## src/hw/rtl/best_fit_core_allocator_macros.svh

```systemverilog
// assertion macros for the best-fit core allocator
// used by the top level only, no other dependencies
`ifndef BEST_FIT_CORE_ALLOCATOR_MACROS_SVH
`define BEST_FIT_CORE_ALLOCATOR_MACROS_SVH

// same-cycle implication
`define BFCA_ASSERT_IMPL(label, clk, rst_n, ante, cons, msg) \
  label: assert property (@(posedge clk) disable iff (!rst_n) (ante) |-> (cons)) \
    else $error(msg);

// next-cycle implication
`define BFCA_ASSERT_NEXT(label, clk, rst_n, ante, cons, msg) \
  label: assert property (@(posedge clk) disable iff (!rst_n) (ante) |=> (cons)) \
    else $error(msg);

`endif

```

## src/hw/rtl/bfca_pkg.sv

```systemverilog
// shared types and constants of the best-fit core allocator
// no dependencies
package bfca_pkg;

  localparam int CORE_W        = 8;
  localparam int HOST_W        = 3;
  localparam int CFG_IDX_W     = 3;
  localparam int NUM_HOST_REGS = 7;

  typedef logic [CORE_W-1:0] core_t;
  typedef logic [HOST_W-1:0] host_t;

  localparam core_t CORE_MAX = '1;

  typedef enum logic {
    CMD_ALLOC   = 1'b0,
    CMD_RELEASE = 1'b1
  } cmd_t;

  typedef enum logic {
    MODE_MAX = 1'b0,
    MODE_MIN = 1'b1
  } mode_t;

  localparam logic [CFG_IDX_W-1:0] REG_ALLOC_MODE = 3'd0;

  typedef enum logic [1:0] {
    ST_IDLE,
    ST_SCAN,
    ST_DONE
  } state_t;

  typedef enum logic {
    UPD_DEC,
    UPD_ADD
  } upd_op_t;

  // best candidate handed from cell to cell
  typedef struct packed {
    logic  found;
    host_t idx;
    core_t grant;
    core_t slack;
  } cand_t;

  // free-count update broadcast after a transfer completes
  typedef struct packed {
    logic    valid;
    upd_op_t op;
    host_t   idx;
    core_t   amount;
  } upd_t;

  // host core register write
  typedef struct packed {
    logic  valid;
    host_t idx;
    core_t value;
  } host_load_t;

  // request seen by every cell during a scan
  typedef struct packed {
    core_t fewest_cores;
    core_t desired;
  } scan_req_t;

endpackage

```

## src/hw/rtl/bfca_if.sv

```systemverilog
// valid/ready channel interfaces of the best-fit core allocator
// depends on bfca_pkg
interface bfca_in_if import bfca_pkg::*; ();
  logic  valid;
  logic  ready;
  logic  command;
  core_t fewest_cores;
  core_t most_cores;
  host_t release_host;
  core_t release_cores;

  modport source (output valid, command, fewest_cores, most_cores, release_host, release_cores,
                  input ready);
  modport sink   (input valid, command, fewest_cores, most_cores, release_host, release_cores,
                  output ready);
endinterface

interface bfca_out_if import bfca_pkg::*; ();
  logic  valid;
  logic  ready;
  logic  granted;
  host_t chosen_host;
  core_t granted_cores;

  modport source (output valid, granted, chosen_host, granted_cores, input ready);
  modport sink   (input valid, granted, chosen_host, granted_cores, output ready);
endinterface

interface bfca_cfg_if import bfca_pkg::*; ();
  logic                 valid;
  logic                 ready;
  logic [CFG_IDX_W-1:0] index;
  core_t                data;

  modport source (output valid, index, data, input ready);
  modport sink   (input valid, index, data, output ready);
endinterface

```

## src/hw/rtl/best_fit_core_allocator.sv

```systemverilog
// best-fit core allocator: a row of host cells scanned one host per cycle
// depends on bfca_pkg, bfca_if, bfca_cell and best_fit_core_allocator_macros.svh
//   in_chan carries one request per transfer: allocate (min/max core counts)
//   or release (host index and core count). out_chan returns one result per
//   request: granted flag, host index and core count. cfg_chan writes the
//   registers: index 0 is alloc_mode, indices 1..7 are host_cores_0..6;
//   a host write also reloads that host's free count.
//   an allocate walks the best candidate down the chain, through one register
//   per host cell, then closes the scan in the done state, where the result is
//   loaded and the update applied. a release goes straight to the done state.
//   one request is in flight at a time and the input reopens the cycle after
//   the result is loaded. the output register lets the next request enter
//   while a result waits. if the receiver stalls, the result stays in the
//   output register and the next finished request waits until that slot is free.
//   reset (synchronous, active low): alloc_mode = maximum, host 0 holds one
//   core, all other hosts absent; no result pending.
//   configuration must be written only while no request is in flight (unchecked).
`include "best_fit_core_allocator_macros.svh"

module best_fit_core_allocator import bfca_pkg::*; #(
  parameter int NUM_HOSTS = 8
) (
  input  logic         clk,
  input  logic         rst_n,
  bfca_in_if.sink      in_chan,
  bfca_out_if.source   out_chan,
  bfca_cfg_if.sink     cfg_chan
);

  localparam int PRES_W = 1 << HOST_W;

  // control state
  state_t state_r, state_nxt;
  logic   start_r;
  mode_t  mode_r;
  logic   out_valid_r;

  // captured request
  cmd_t  cmd_r;
  core_t min_r, max_r, rcores_r;
  host_t rhost_r;

  // output payload
  logic  out_granted_r;
  host_t out_host_r;
  core_t out_cores_r;

  logic in_fire, cfg_fire, out_free, done_fire;

  assign in_chan.ready  = (state_r == ST_IDLE);
  assign cfg_chan.ready = 1'b1;
  assign in_fire        = in_chan.valid && in_chan.ready;
  assign cfg_fire       = cfg_chan.valid && cfg_chan.ready;
  assign out_free       = !out_valid_r || out_chan.ready;
  assign done_fire      = (state_r == ST_DONE) && out_free;

  // register writes: index 0 is the mode, the rest load host cells
  host_load_t load;
  always_comb begin
    load.valid = cfg_fire && (cfg_chan.index != REG_ALLOC_MODE);
    load.idx   = host_t'(cfg_chan.index - CFG_IDX_W'(1));
    load.value = cfg_chan.data;
  end

  always_ff @(posedge clk) begin
    if (!rst_n) begin
      mode_r <= MODE_MAX;
    end else if (cfg_fire && cfg_chan.index == REG_ALLOC_MODE) begin
      mode_r <= mode_t'(cfg_chan.data[0]);
    end
  end

  // request capture on input transfer
  always_ff @(posedge clk) begin
    if (in_fire) begin
      cmd_r    <= cmd_t'(in_chan.command);
      min_r    <= in_chan.fewest_cores;
      max_r    <= in_chan.most_cores;
      rhost_r  <= in_chan.release_host;
      rcores_r <= in_chan.release_cores;
    end
  end

  scan_req_t req;
  assign req.fewest_cores = min_r;
  assign req.desired      = (mode_r == MODE_MIN) ? min_r : max_r;

  // cell chain: the best candidate moves one cell per cycle
  logic [NUM_HOSTS:0]     cand_vld;
  cand_t                  cand [NUM_HOSTS+1];
  logic [NUM_HOSTS-1:0]   pres_vec;
  logic [PRES_W-1:0]      pres8;
  upd_t                   upd;

  assign cand_vld[0] = start_r;
  assign cand[0]     = '0;

  generate
    for (genvar i = 0; i < NUM_HOSTS; i++) begin : g_cell
      bfca_cell #(
        .CELL_IDX (i)
      ) u_cell (
        .clk        (clk),
        .rst_n      (rst_n),
        .load       (load),
        .upd        (upd),
        .req        (req),
        .cand_vld_i (cand_vld[i]),
        .cand_i     (cand[i]),
        .cand_vld_o (cand_vld[i+1]),
        .cand_o     (cand[i+1]),
        .present_o  (pres_vec[i])
      );
    end

    // presence seen by a release, hosts past the end read as absent
    for (genvar j = 0; j < PRES_W; j++) begin : g_pres
      if (j < NUM_HOSTS) begin : g_in
        assign pres8[j] = pres_vec[j];
      end else begin : g_out
        assign pres8[j] = 1'b0;
      end
    end
  endgenerate

  cand_t last;
  logic  last_vld;
  assign last     = cand[NUM_HOSTS];
  assign last_vld = cand_vld[NUM_HOSTS];

  // next state
  always_comb begin
    state_nxt = state_r;
    unique case (state_r)
      ST_IDLE: begin
        if (in_fire) begin
          state_nxt = (in_chan.command == CMD_RELEASE) ? ST_DONE : ST_SCAN;
        end
      end
      ST_SCAN: begin
        if (last_vld) begin
          state_nxt = ST_DONE;
        end
      end
      ST_DONE: begin
        if (out_free) begin
          state_nxt = ST_IDLE;
        end
      end
      default: state_nxt = ST_IDLE;
    endcase
  end

  always_ff @(posedge clk) begin
    if (!rst_n) begin
      state_r <= ST_IDLE;
      start_r <= 1'b0;
    end else begin
      state_r <= state_nxt;
      start_r <= in_fire && (in_chan.command == CMD_ALLOC);
    end
  end

  // result and state update
  logic  res_granted, rel_ok;
  host_t res_host;
  core_t res_cores;

  always_comb begin
    rel_ok      = pres8[rhost_r];
    res_granted = 1'b0;
    res_host    = '0;
    res_cores   = '0;
    upd         = '0;
    case (cmd_r)
      CMD_RELEASE: begin
        res_granted = rel_ok;
        res_host    = rhost_r;
        res_cores   = rel_ok ? rcores_r : '0;
        upd.valid   = done_fire && rel_ok;
        upd.op      = UPD_ADD;
        upd.idx     = rhost_r;
        upd.amount  = rcores_r;
      end
      default: begin
        res_granted = last.found;
        res_host    = last.found ? last.idx : '0;
        res_cores   = last.found ? last.grant : '0;
        upd.valid   = done_fire && last.found;
        upd.op      = UPD_DEC;
        upd.idx     = last.idx;
        upd.amount  = last.grant;
      end
    endcase
  end

  // output register
  always_ff @(posedge clk) begin
    if (!rst_n) begin
      out_valid_r <= 1'b0;
    end else if (done_fire) begin
      out_valid_r <= 1'b1;
    end else if (out_chan.ready) begin
      out_valid_r <= 1'b0;
    end
  end

  always_ff @(posedge clk) begin
    if (done_fire) begin
      out_granted_r <= res_granted;
      out_host_r    <= res_host;
      out_cores_r   <= res_cores;
    end
  end

  assign out_chan.valid         = out_valid_r;
  assign out_chan.granted       = out_granted_r;
  assign out_chan.chosen_host   = out_host_r;
  assign out_chan.granted_cores = out_cores_r;

  // checks
  `BFCA_ASSERT_IMPL(a_chain_single, clk, rst_n, 1'b1, $onehot0(cand_vld), "more than one candidate in the chain")
  `BFCA_ASSERT_IMPL(a_scan_end, clk, rst_n, last_vld, state_r == ST_SCAN, "scan result outside scan")
  `BFCA_ASSERT_NEXT(a_update_out, clk, rst_n, upd.valid, out_valid_r && state_r == ST_IDLE, "update without result")

endmodule

```

## src/hw/rtl/bfca_cell.sv

```systemverilog
// one host cell: free-core count, presence flag and one compare step of the scan
// depends on bfca_pkg
module bfca_cell import bfca_pkg::*; #(
  parameter int CELL_IDX = 0
) (
  input  logic       clk,
  input  logic       rst_n,
  input  host_load_t load,
  input  upd_t       upd,
  input  scan_req_t  req,
  input  logic       cand_vld_i,
  input  cand_t      cand_i,
  output logic       cand_vld_o,
  output cand_t      cand_o,
  output logic       present_o
);

  localparam bit    HAS_REG = (CELL_IDX < NUM_HOST_REGS);
  localparam host_t MY_IDX  = host_t'(CELL_IDX);

  core_t own_free;
  logic  own_present;

  generate
    if (HAS_REG) begin : g_host
      localparam core_t RST_CORES = (CELL_IDX == 0) ? core_t'(1) : core_t'(0);
      localparam logic  RST_PRES  = (CELL_IDX == 0);

      core_t             free_r, free_nxt;
      logic              present_r, present_nxt;
      logic [CORE_W:0]   sum;

      assign sum = {1'b0, free_r} + {1'b0, upd.amount};

      always_comb begin
        free_nxt    = free_r;
        present_nxt = present_r;
        if (load.valid && load.idx == MY_IDX) begin
          free_nxt    = load.value;
          present_nxt = (load.value != '0);
        end else if (upd.valid && upd.idx == MY_IDX && present_r) begin
          case (upd.op)
            UPD_DEC: free_nxt = free_r - upd.amount;
            UPD_ADD: free_nxt = sum[CORE_W] ? CORE_MAX : sum[CORE_W-1:0];
            default: free_nxt = free_r;
          endcase
        end
      end

      always_ff @(posedge clk) begin
        if (!rst_n) begin
          free_r    <= RST_CORES;
          present_r <= RST_PRES;
        end else begin
          free_r    <= free_nxt;
          present_r <= present_nxt;
        end
      end

      assign own_free    = free_r;
      assign own_present = present_r;
    end else begin : g_absent
      assign own_free    = '0;
      assign own_present = 1'b0;
    end
  endgenerate

  // compare this host against the best so far
  core_t grant, slack;
  logic  qual, take;
  cand_t cand_r, cand_nxt;
  logic  cand_vld_r;

  always_comb begin
    qual  = own_present && (own_free >= req.fewest_cores);
    grant = (own_free < req.desired) ? own_free : req.desired;
    slack = own_free - grant;
    take  = qual && (!cand_i.found || grant > cand_i.grant ||
                     (grant == cand_i.grant && slack < cand_i.slack));
    cand_nxt = cand_i;
    if (take) begin
      cand_nxt.found = 1'b1;
      cand_nxt.idx   = MY_IDX;
      cand_nxt.grant = grant;
      cand_nxt.slack = slack;
    end
  end

  always_ff @(posedge clk) begin
    if (!rst_n) begin
      cand_vld_r <= 1'b0;
    end else begin
      cand_vld_r <= cand_vld_i;
    end
  end

  always_ff @(posedge clk) begin
    if (cand_vld_i) begin
      cand_r <= cand_nxt;
    end
  end

  assign cand_vld_o = cand_vld_r;
  assign cand_o     = cand_r;
  assign present_o  = own_present;

endmodule

```

## src/flat_wrapper.sv

```systemverilog
// flat-port wrapper written by rule: the top's interface ports become plain ports
module best_fit_core_allocator_flat import bfca_pkg::*;
#(
  parameter int NUM_HOSTS = 8
)
  (clk, rst_n, in_chan_valid, in_chan_command, in_chan_fewest_cores, in_chan_most_cores, in_chan_release_host, in_chan_release_cores, in_chan_ready, out_chan_valid, out_chan_granted, out_chan_chosen_host, out_chan_granted_cores, out_chan_ready, cfg_chan_valid, cfg_chan_index, cfg_chan_data, cfg_chan_ready);
  bfca_in_if in_chan_i ();
  bfca_out_if out_chan_i ();
  bfca_cfg_if cfg_chan_i ();
  input  logic clk;
  input  logic rst_n;
  input wire logic [$bits(in_chan_i.valid)-1:0] in_chan_valid;
  input wire logic [$bits(in_chan_i.command)-1:0] in_chan_command;
  input wire logic [$bits(in_chan_i.fewest_cores)-1:0] in_chan_fewest_cores;
  input wire logic [$bits(in_chan_i.most_cores)-1:0] in_chan_most_cores;
  input wire logic [$bits(in_chan_i.release_host)-1:0] in_chan_release_host;
  input wire logic [$bits(in_chan_i.release_cores)-1:0] in_chan_release_cores;
  output wire logic [$bits(in_chan_i.ready)-1:0] in_chan_ready;
  output wire logic [$bits(out_chan_i.valid)-1:0] out_chan_valid;
  output wire logic [$bits(out_chan_i.granted)-1:0] out_chan_granted;
  output wire logic [$bits(out_chan_i.chosen_host)-1:0] out_chan_chosen_host;
  output wire logic [$bits(out_chan_i.granted_cores)-1:0] out_chan_granted_cores;
  input wire logic [$bits(out_chan_i.ready)-1:0] out_chan_ready;
  input wire logic [$bits(cfg_chan_i.valid)-1:0] cfg_chan_valid;
  input wire logic [$bits(cfg_chan_i.index)-1:0] cfg_chan_index;
  input wire logic [$bits(cfg_chan_i.data)-1:0] cfg_chan_data;
  output wire logic [$bits(cfg_chan_i.ready)-1:0] cfg_chan_ready;
  assign in_chan_i.valid = in_chan_valid;
  assign in_chan_i.command = in_chan_command;
  assign in_chan_i.fewest_cores = in_chan_fewest_cores;
  assign in_chan_i.most_cores = in_chan_most_cores;
  assign in_chan_i.release_host = in_chan_release_host;
  assign in_chan_i.release_cores = in_chan_release_cores;
  assign in_chan_ready = in_chan_i.ready;
  assign out_chan_valid = out_chan_i.valid;
  assign out_chan_granted = out_chan_i.granted;
  assign out_chan_chosen_host = out_chan_i.chosen_host;
  assign out_chan_granted_cores = out_chan_i.granted_cores;
  assign out_chan_i.ready = out_chan_ready;
  assign cfg_chan_i.valid = cfg_chan_valid;
  assign cfg_chan_i.index = cfg_chan_index;
  assign cfg_chan_i.data = cfg_chan_data;
  assign cfg_chan_ready = cfg_chan_i.ready;
  best_fit_core_allocator #(.NUM_HOSTS(NUM_HOSTS)) u_core (.clk(clk), .rst_n(rst_n), .in_chan(in_chan_i), .out_chan(out_chan_i), .cfg_chan(cfg_chan_i));
endmodule
```

## config.mk

```make
export PLATFORM = sky130hd
export DESIGN_NAME = best_fit_core_allocator_flat
export DESIGN_NICKNAME = d
export VERILOG_FILES = /design/src/hw/rtl/bfca_pkg.sv /design/src/hw/rtl/bfca_if.sv /design/src/hw/rtl/best_fit_core_allocator.sv /design/src/hw/rtl/bfca_cell.sv /design/src/flat_wrapper.sv
export VERILOG_INCLUDE_DIRS = /design/src /design/src/hw/rtl
export SDC_FILE = /design/constraint.sdc
export NUM_CORES = 1
export LEC_CHECK = 0
export BUFFER_PORTS_ARGS = -buffer_cell sky130_fd_sc_hd__buf_4
export CAP_MARGIN = 20
export CORE_MARGIN = 4
export CORE_UTILIZATION = 40
export DETAILED_ROUTE_END_ITERATION = 10
export PLACE_DENSITY = 0.63
export REMOVE_ABC_BUFFERS = 1
export SYNTH_ARGS = -nofsm -noshare
export SYNTH_HDL_FRONTEND = slang
export SYNTH_SLANG_ARGS = --single-unit
```

## constraint.sdc

```tcl
create_clock -name clk -period 7.44 [get_ports clk]
set_input_delay 0.744 -clock clk [delete_from_list [all_inputs] [get_ports clk]]
set_output_delay 0.744 -clock clk [all_outputs]
set_load 0.005 [all_outputs]
```

== Yosys cells after proc, flatten, opt, wreduce, memory -nomap -nowiden ==
Index checks and enable logic that the tools add are counted.

* Input port bits: 44
* Output and inout port bits: 15
* Register bits after elaboration: 260
* Word-level logic and storage cells: 279

* Bitwise logic cells: 2
* Add/sub/neg operators: 22
* Reduce and logical (&&, ||, !) cells: 82
* Order comparisons: 27
* Eq/ne operators: 23
* Multiplexer cells: 59

{| class="wikitable"
|+ Operator list
! operator !! number
|-
| $mux W8 || 32
|-
| $pmux W8 S2 || 7
|-
| $sub A8 B8 Y8 || 14
|-
| $lt A8 B8 Y1 || 13
|-
| $mux W16 || 6
|-
| $add A8 B8 Y9 || 7
|-
| $ge A8 B8 Y1 || 7
|-
| $eq A8 B8 Y1 || 6
|-
| $gt A8 B8 Y1 || 6
|-
| $logic_and A1 B1 Y1 || 47
|-
| $mux W20 || 1
|-
| $eq A3 B3 Y1 const B || 6
|-
| $reduce_bool A2 Y1 || 8
|-
| $logic_or A1 B1 Y1 || 13
|-
| $mux W13 || 1
|-
| $eq A3 B2 Y1 const B || 4
|-
| $logic_not A3 Y1 || 3
|-
| $mux W2 || 4
|-
| $reduce_bool A8 Y1 || 1
|-
| $logic_not A1 Y1 || 7
|-
| $eq A3 B1 Y1 const B || 2
|-
| $mux W3 || 2
|-
| $pmux W2 S3 || 1
|-
| $lt A3 B4 Y1 const B || 1
|-
| other kinds (11) || 16
|}

== Longest topological paths before layout ==
* Depth in word-level cells: 10
* Mapped depth: 30
* Depth with buffers taken out: 25

== Cells and area by module ==
From an unflattened synthesis, not the netlist that was laid out.

* Cells, all modules: 2,562
* Area, all modules: 24,175.7 sq um

{| class="wikitable"
|+ Modules (own cells, without submodules)
! module !! sequential area each (sq um) !! cells each !! times used !! area each (sq um)
|-
| bfca_cell (u_core.g_cell[2].u_cell) || 800.8 || 353 || 1 || 3,120.5
|-
| bfca_cell (u_core.g_cell[0].u_cell) || 800.8 || 353 || 1 || 3,116.7
|-
| bfca_cell (u_core.g_cell[1].u_cell) || 800.8 || 355 || 1 || 3,113.0
|-
| bfca_cell (u_core.g_cell[4].u_cell) || 800.8 || 332 || 1 || 3,066.7
|-
| bfca_cell (u_core.g_cell[5].u_cell) || 800.8 || 342 || 1 || 3,061.7
|-
| bfca_cell (u_core.g_cell[3].u_cell) || 800.8 || 329 || 1 || 3,057.9
|-
| bfca_cell (u_core.g_cell[6].u_cell) || 800.8 || 332 || 1 || 3,057.9
|-
| best_fit_core_allocator || 1,301.2 || 142 || 1 || 1,943.1
|-
| bfca_cell (u_core.g_cell[7].u_cell) || 620.6 || 24 || 1 || 638.1
|}

== Least setup slack after synthesis ==
Ideal clock, no wire load.

* Kind: register to register
* Start: register u_core.mode_r
* End: register u_core.g_cell[4].u_cell.cand_r (netlist bit u_core.g_cell[4].u_cell.cand_o[11]) (data pin)
* Stages on the path, launching flop included: 29
* Data arrival time: 6.011 ns
* Slack: 1.169 ns
* Library setup time: 0.260 ns
* Cells stage by stage: dfxtp_1 > buf_6 > mux2_2 > clkinv_1 > clkbuf_1 > clkbuf_1 > ha_1 > o21ai_0 > a21oi_1 > o2111a_1 > nor2_1 > nor2_1 > a21oi_1 > ha_1 > inv_1 > ha_1 > or2_2 > a211oi_1 > nor3_1 > a41oi_1 > xnor2_1 > ha_1 > a21oi_1 > o21ai_0 > a21o_1 > a2111o_1 > a21oi_1 > buf_4 > mux2_2

{| class="wikitable"
|+ RTL lines
! element !! RTL line !! source
|-
| from (decl) || best_fit_core_allocator.sv:35 || <nowiki>mode_t mode_r;</nowiki>
|-
| from (signal assigned) || best_fit_core_allocator.sv:69 || <nowiki>mode_r <= mode_t'(cfg_chan.data[0]);</nowiki>
|-
| to (signal assigned) || bfca_cell.sv:99 || <nowiki>cand_r <= cand_nxt;</nowiki>
|-
| to (decl) || bfca_cell.sv:71 || <nowiki>cand_t cand_r, cand_nxt;</nowiki>
|}

==> impl_metrics.env <==
export IMPL_synth_top_family_by_area="adder cells"
export IMPL_placed_cell_area_um2=22870
export IMPL_synth_main_ff_cell="edfxtp_1"
export IMPL_cts_tree="built"
export IMPL_yosys_area_share_adder_pct=20.99
export IMPL_antenna_found_initial=1
export IMPL_fin_util_pct=45.08
export IMPL_rows=84
export IMPL_status="completed"
export IMPL_antennaDiodeCount=0
export IMPL_max_cap_viol_count=0
export IMPL_rsz0062_at_grt="no"
export IMPL_gp_congestion=0.9289
export IMPL_hold_ws_ns=0.3312
export IMPL_drtPass1Iterations=6
export IMPL_synth_edf_count=177
export IMPL_fin_crit_ns=6.566
export IMPL_ant_nets=0
export IMPL_clock_sinks=253
export IMPL_final_area_um2=23930
export IMPL_cp_end_kind="register"
export IMPL_hold_class="primary input to register"
export IMPL_cts_setup_buffers=0
export IMPL_cp_start_kind="register"
export IMPL_syn_area_per_cell_um2=9.614
export IMPL_syn_inst=2251
export IMPL_fmax_mhz=152.3
export IMPL_wl_um=66470
export IMPL_grt_pass1_wl_um=101100
export IMPL_ys_warn_count=0
export IMPL_p_per_area_nw_per_um2=174.4
export IMPL_final_setup_viol_count=0
export IMPL_crit_path_max_fanout=18
export IMPL_grt_start_max_net_pins=77
export IMPL_grt_pass1_vias=17385
export IMPL_grt_overflow=0
export IMPL_yosysSeqAreaShare_pct=31.59
export IMPL_hold_buffers=0
export IMPL_clock_path_buffers=3
export IMPL_syn_to_final_growth_pct=10.56
export IMPL_post_route_period_util_pct=88.25
export IMPL_hold_violations=0
export IMPL_synth_distinct_cells=79
export IMPL_synth_compound_area_share_pct=19.95
export IMPL_cp_data_arrival_time_ns=6.89
export IMPL_die_height_um=240.6
export IMPL_clock_latency_ns=0.59
export IMPL_h_tree_depth=1
export IMPL_crit_type="register to register"
export IMPL_final_cells=3016
export IMPL_synth_mux_area_share_pct=7.857
export IMPL_worstMarginPinSlew_ns=1.021
export IMPL_detail_route_wl_per_cell_um=22.04
export IMPL_start_util_pct=40.77
export IMPL_hpwl_um=50870
export IMPL_ioPinCount=59
export IMPL_ir_worst_vdd_v=0.0002035
export IMPL_ys_ff_latch=253
export IMPL_syn_area_um2=21640
export IMPL_avgViaCountPerCell=5.907
export IMPL_cp_top_family="compound AO/OA/AOI/OAI gates"
export IMPL_port_buffers=57
export IMPL_drc=0
export IMPL_p_leak_uw=0.01049
export IMPL_layout_nets=2698
export IMPL_drt_iter0_drc=1421
export IMPL_skew_ns=0.01509
export IMPL_cts_root_buf="clkbuf_16"
export IMPL_cts_buffers=31
export IMPL_die_area_um2=57890
export IMPL_cp_num_buf_inv=3
export IMPL_die_w_um=240.6
export IMPL_fin_total_pwr_uw=4173
export IMPL_cpPeakStageDelay_ns=0.69
export IMPL_core_area_um2=53080
export IMPL_vias=17816
export IMPL_cp_data_required_time_ns=7.77
export IMPL_async_flop_share_pct=0
export IMPL_critPathSlowestCell="nand4_1"
export IMPL_slew_violations=0
export IMPL_yosys_area_share_simple_pct=10.04
export IMPL_relSlewSlack_pct=31.86
export IMPL_cts_resized=0
export IMPL_synth_xor_area_share_pct=4.128
export IMPL_track_usage_pct=22.47
export IMPL_drive_gt1_share_pct=10.82
export IMPL_clkSlewWorstSetupHoldPaths_ns=0.07
export IMPL_ff2ff_setup_slack_ns=0.87
export IMPL_cp_common_cell="a21oi_1"
export IMPL_dpl_cell_count=2956
## cells in the mapped netlist (all sizes together), types with 9 or more instances
library cell	count	area, um^2
nand4	9	56.30
inv	224	840.8
a21boi	10	75.07
and3	11	68.82
fa	15	300.3
mux2	74	867.1
and2	26	162.7
ha	333	4167
nand2	91	341.6
mux2i	81	810.8
o21bai	51	382.9
xor2	23	201.4
o311ai	11	96.34
nor3	24	120.1
a21oi	210	1051
or2	10	62.56
o21ai	108	540.5
nand2b	25	156.4
nor4	9	71.32
buf	22	138.9
o221ai	49	429.2
nor2b	24	150.1
dfxtp	76	1521
xnor2	79	691.9
o31ai	11	82.58
o211ai	22	217.7
a21o	51	382.9
nor2	134	503.0
a31oi	22	137.6
edfxtp	177	5315
clkbuf	49	183.9
a211oi	19	142.6
nand3	32	170.2
o21a	17	127.6
## state kept, by name (all words and copies together), names as in the netlist, 7 cells and up
register	cells
u_core.g_cell.u_cell.cand_o	137
u_core.max_r	8
u_core.g_cell.u_cell.cand_vld_o	8
u_core.g_cell.u_cell.g_host.free_r	56
u_core.out_chan.granted_cores	8
u_core.g_cell.u_cell.present_o	7
u_core.min_r	8
u_core.rcores_r	8
## stage by stage
step | TNS, ns | worst slack (ns)
after CTS | 0 | 1.006
final | 0 | 0.8743
after global placement | 0 | 1.089
after global routing | 0 | 0.5118
after floorplan | -0.1222 | -0.01222
after detailed placement | 0 | 1.046
## final timing paths
check,endpoint,from,cells past startpoint
max,u_core.g_cell[5].u_cell.cand_o[2],u_core.mode_r,26
min,u_core.max_r[2],in_chan_most_cores[2],1
max reg2reg,u_core.g_cell[5].u_cell.cand_o[2],u_core.mode_r,26
min reg2reg,u_core.g_cell[7].u_cell.cand_o[17],u_core.g_cell[6].u_cell.cand_o[17],0
## area by class of cell
cell class                 count  area [um^2]
sequential                   253         6837
clock inverter                18        187.7
tap                          688        860.8
fill                        5029        29150
inverter                     227        852.1
clock buffer                  37        808.3
multi-input combinational   1700        13660
timing repair buffer          93        723.2
## logic make-up (layout without fill, tap and decap cells)
kind of cell    after synthesis  in the layout
compound gates              651            651
fa+ha+maj                   355            355
simple gates                435            435
xor+xnor                    102            102
other cells                   1              1
mux                         156            156
buf+inv                     298            375
flops                       253            253
## layer usage
layer,global-route usage (%),wire length [um],up-vias
li1,-,-,8435
met1,30.00,29170,8595
met2,37.79,30820,638
met3,2.811,3963,148
met4,7.887,2521,0
met5,0,0,-
## power by group
group          internal [uW]  switching (uW)  leakage [uW]
sequential              1530            61.8       0.00223
clock                    878             655      0.000480
combinational            426             618       0.00778
total                   2840            1330        0.0105
## cell usage in the layout, fill, tap and decap left out, drive strengths merged, types with 23 or more instances in the layout
cell type,Yosys,final
nor3,24,24
nand3,32,32
mux2,74,74
and2,26,26
xnor2,79,79
edfxtp,177,177
inv,224,227
o21ai,108,108
clkbuf,49,39
o221ai,49,49
a21oi,210,210
mux2i,81,81
nand2b,25,25
ha,333,333
xor2,23,23
o21bai,51,51
nor2,134,134
buf,22,91
nor2b,24,24
dfxtp,76,76
nand2,91,91
a21o,51,51
Power figures use the tool's default switching activity.
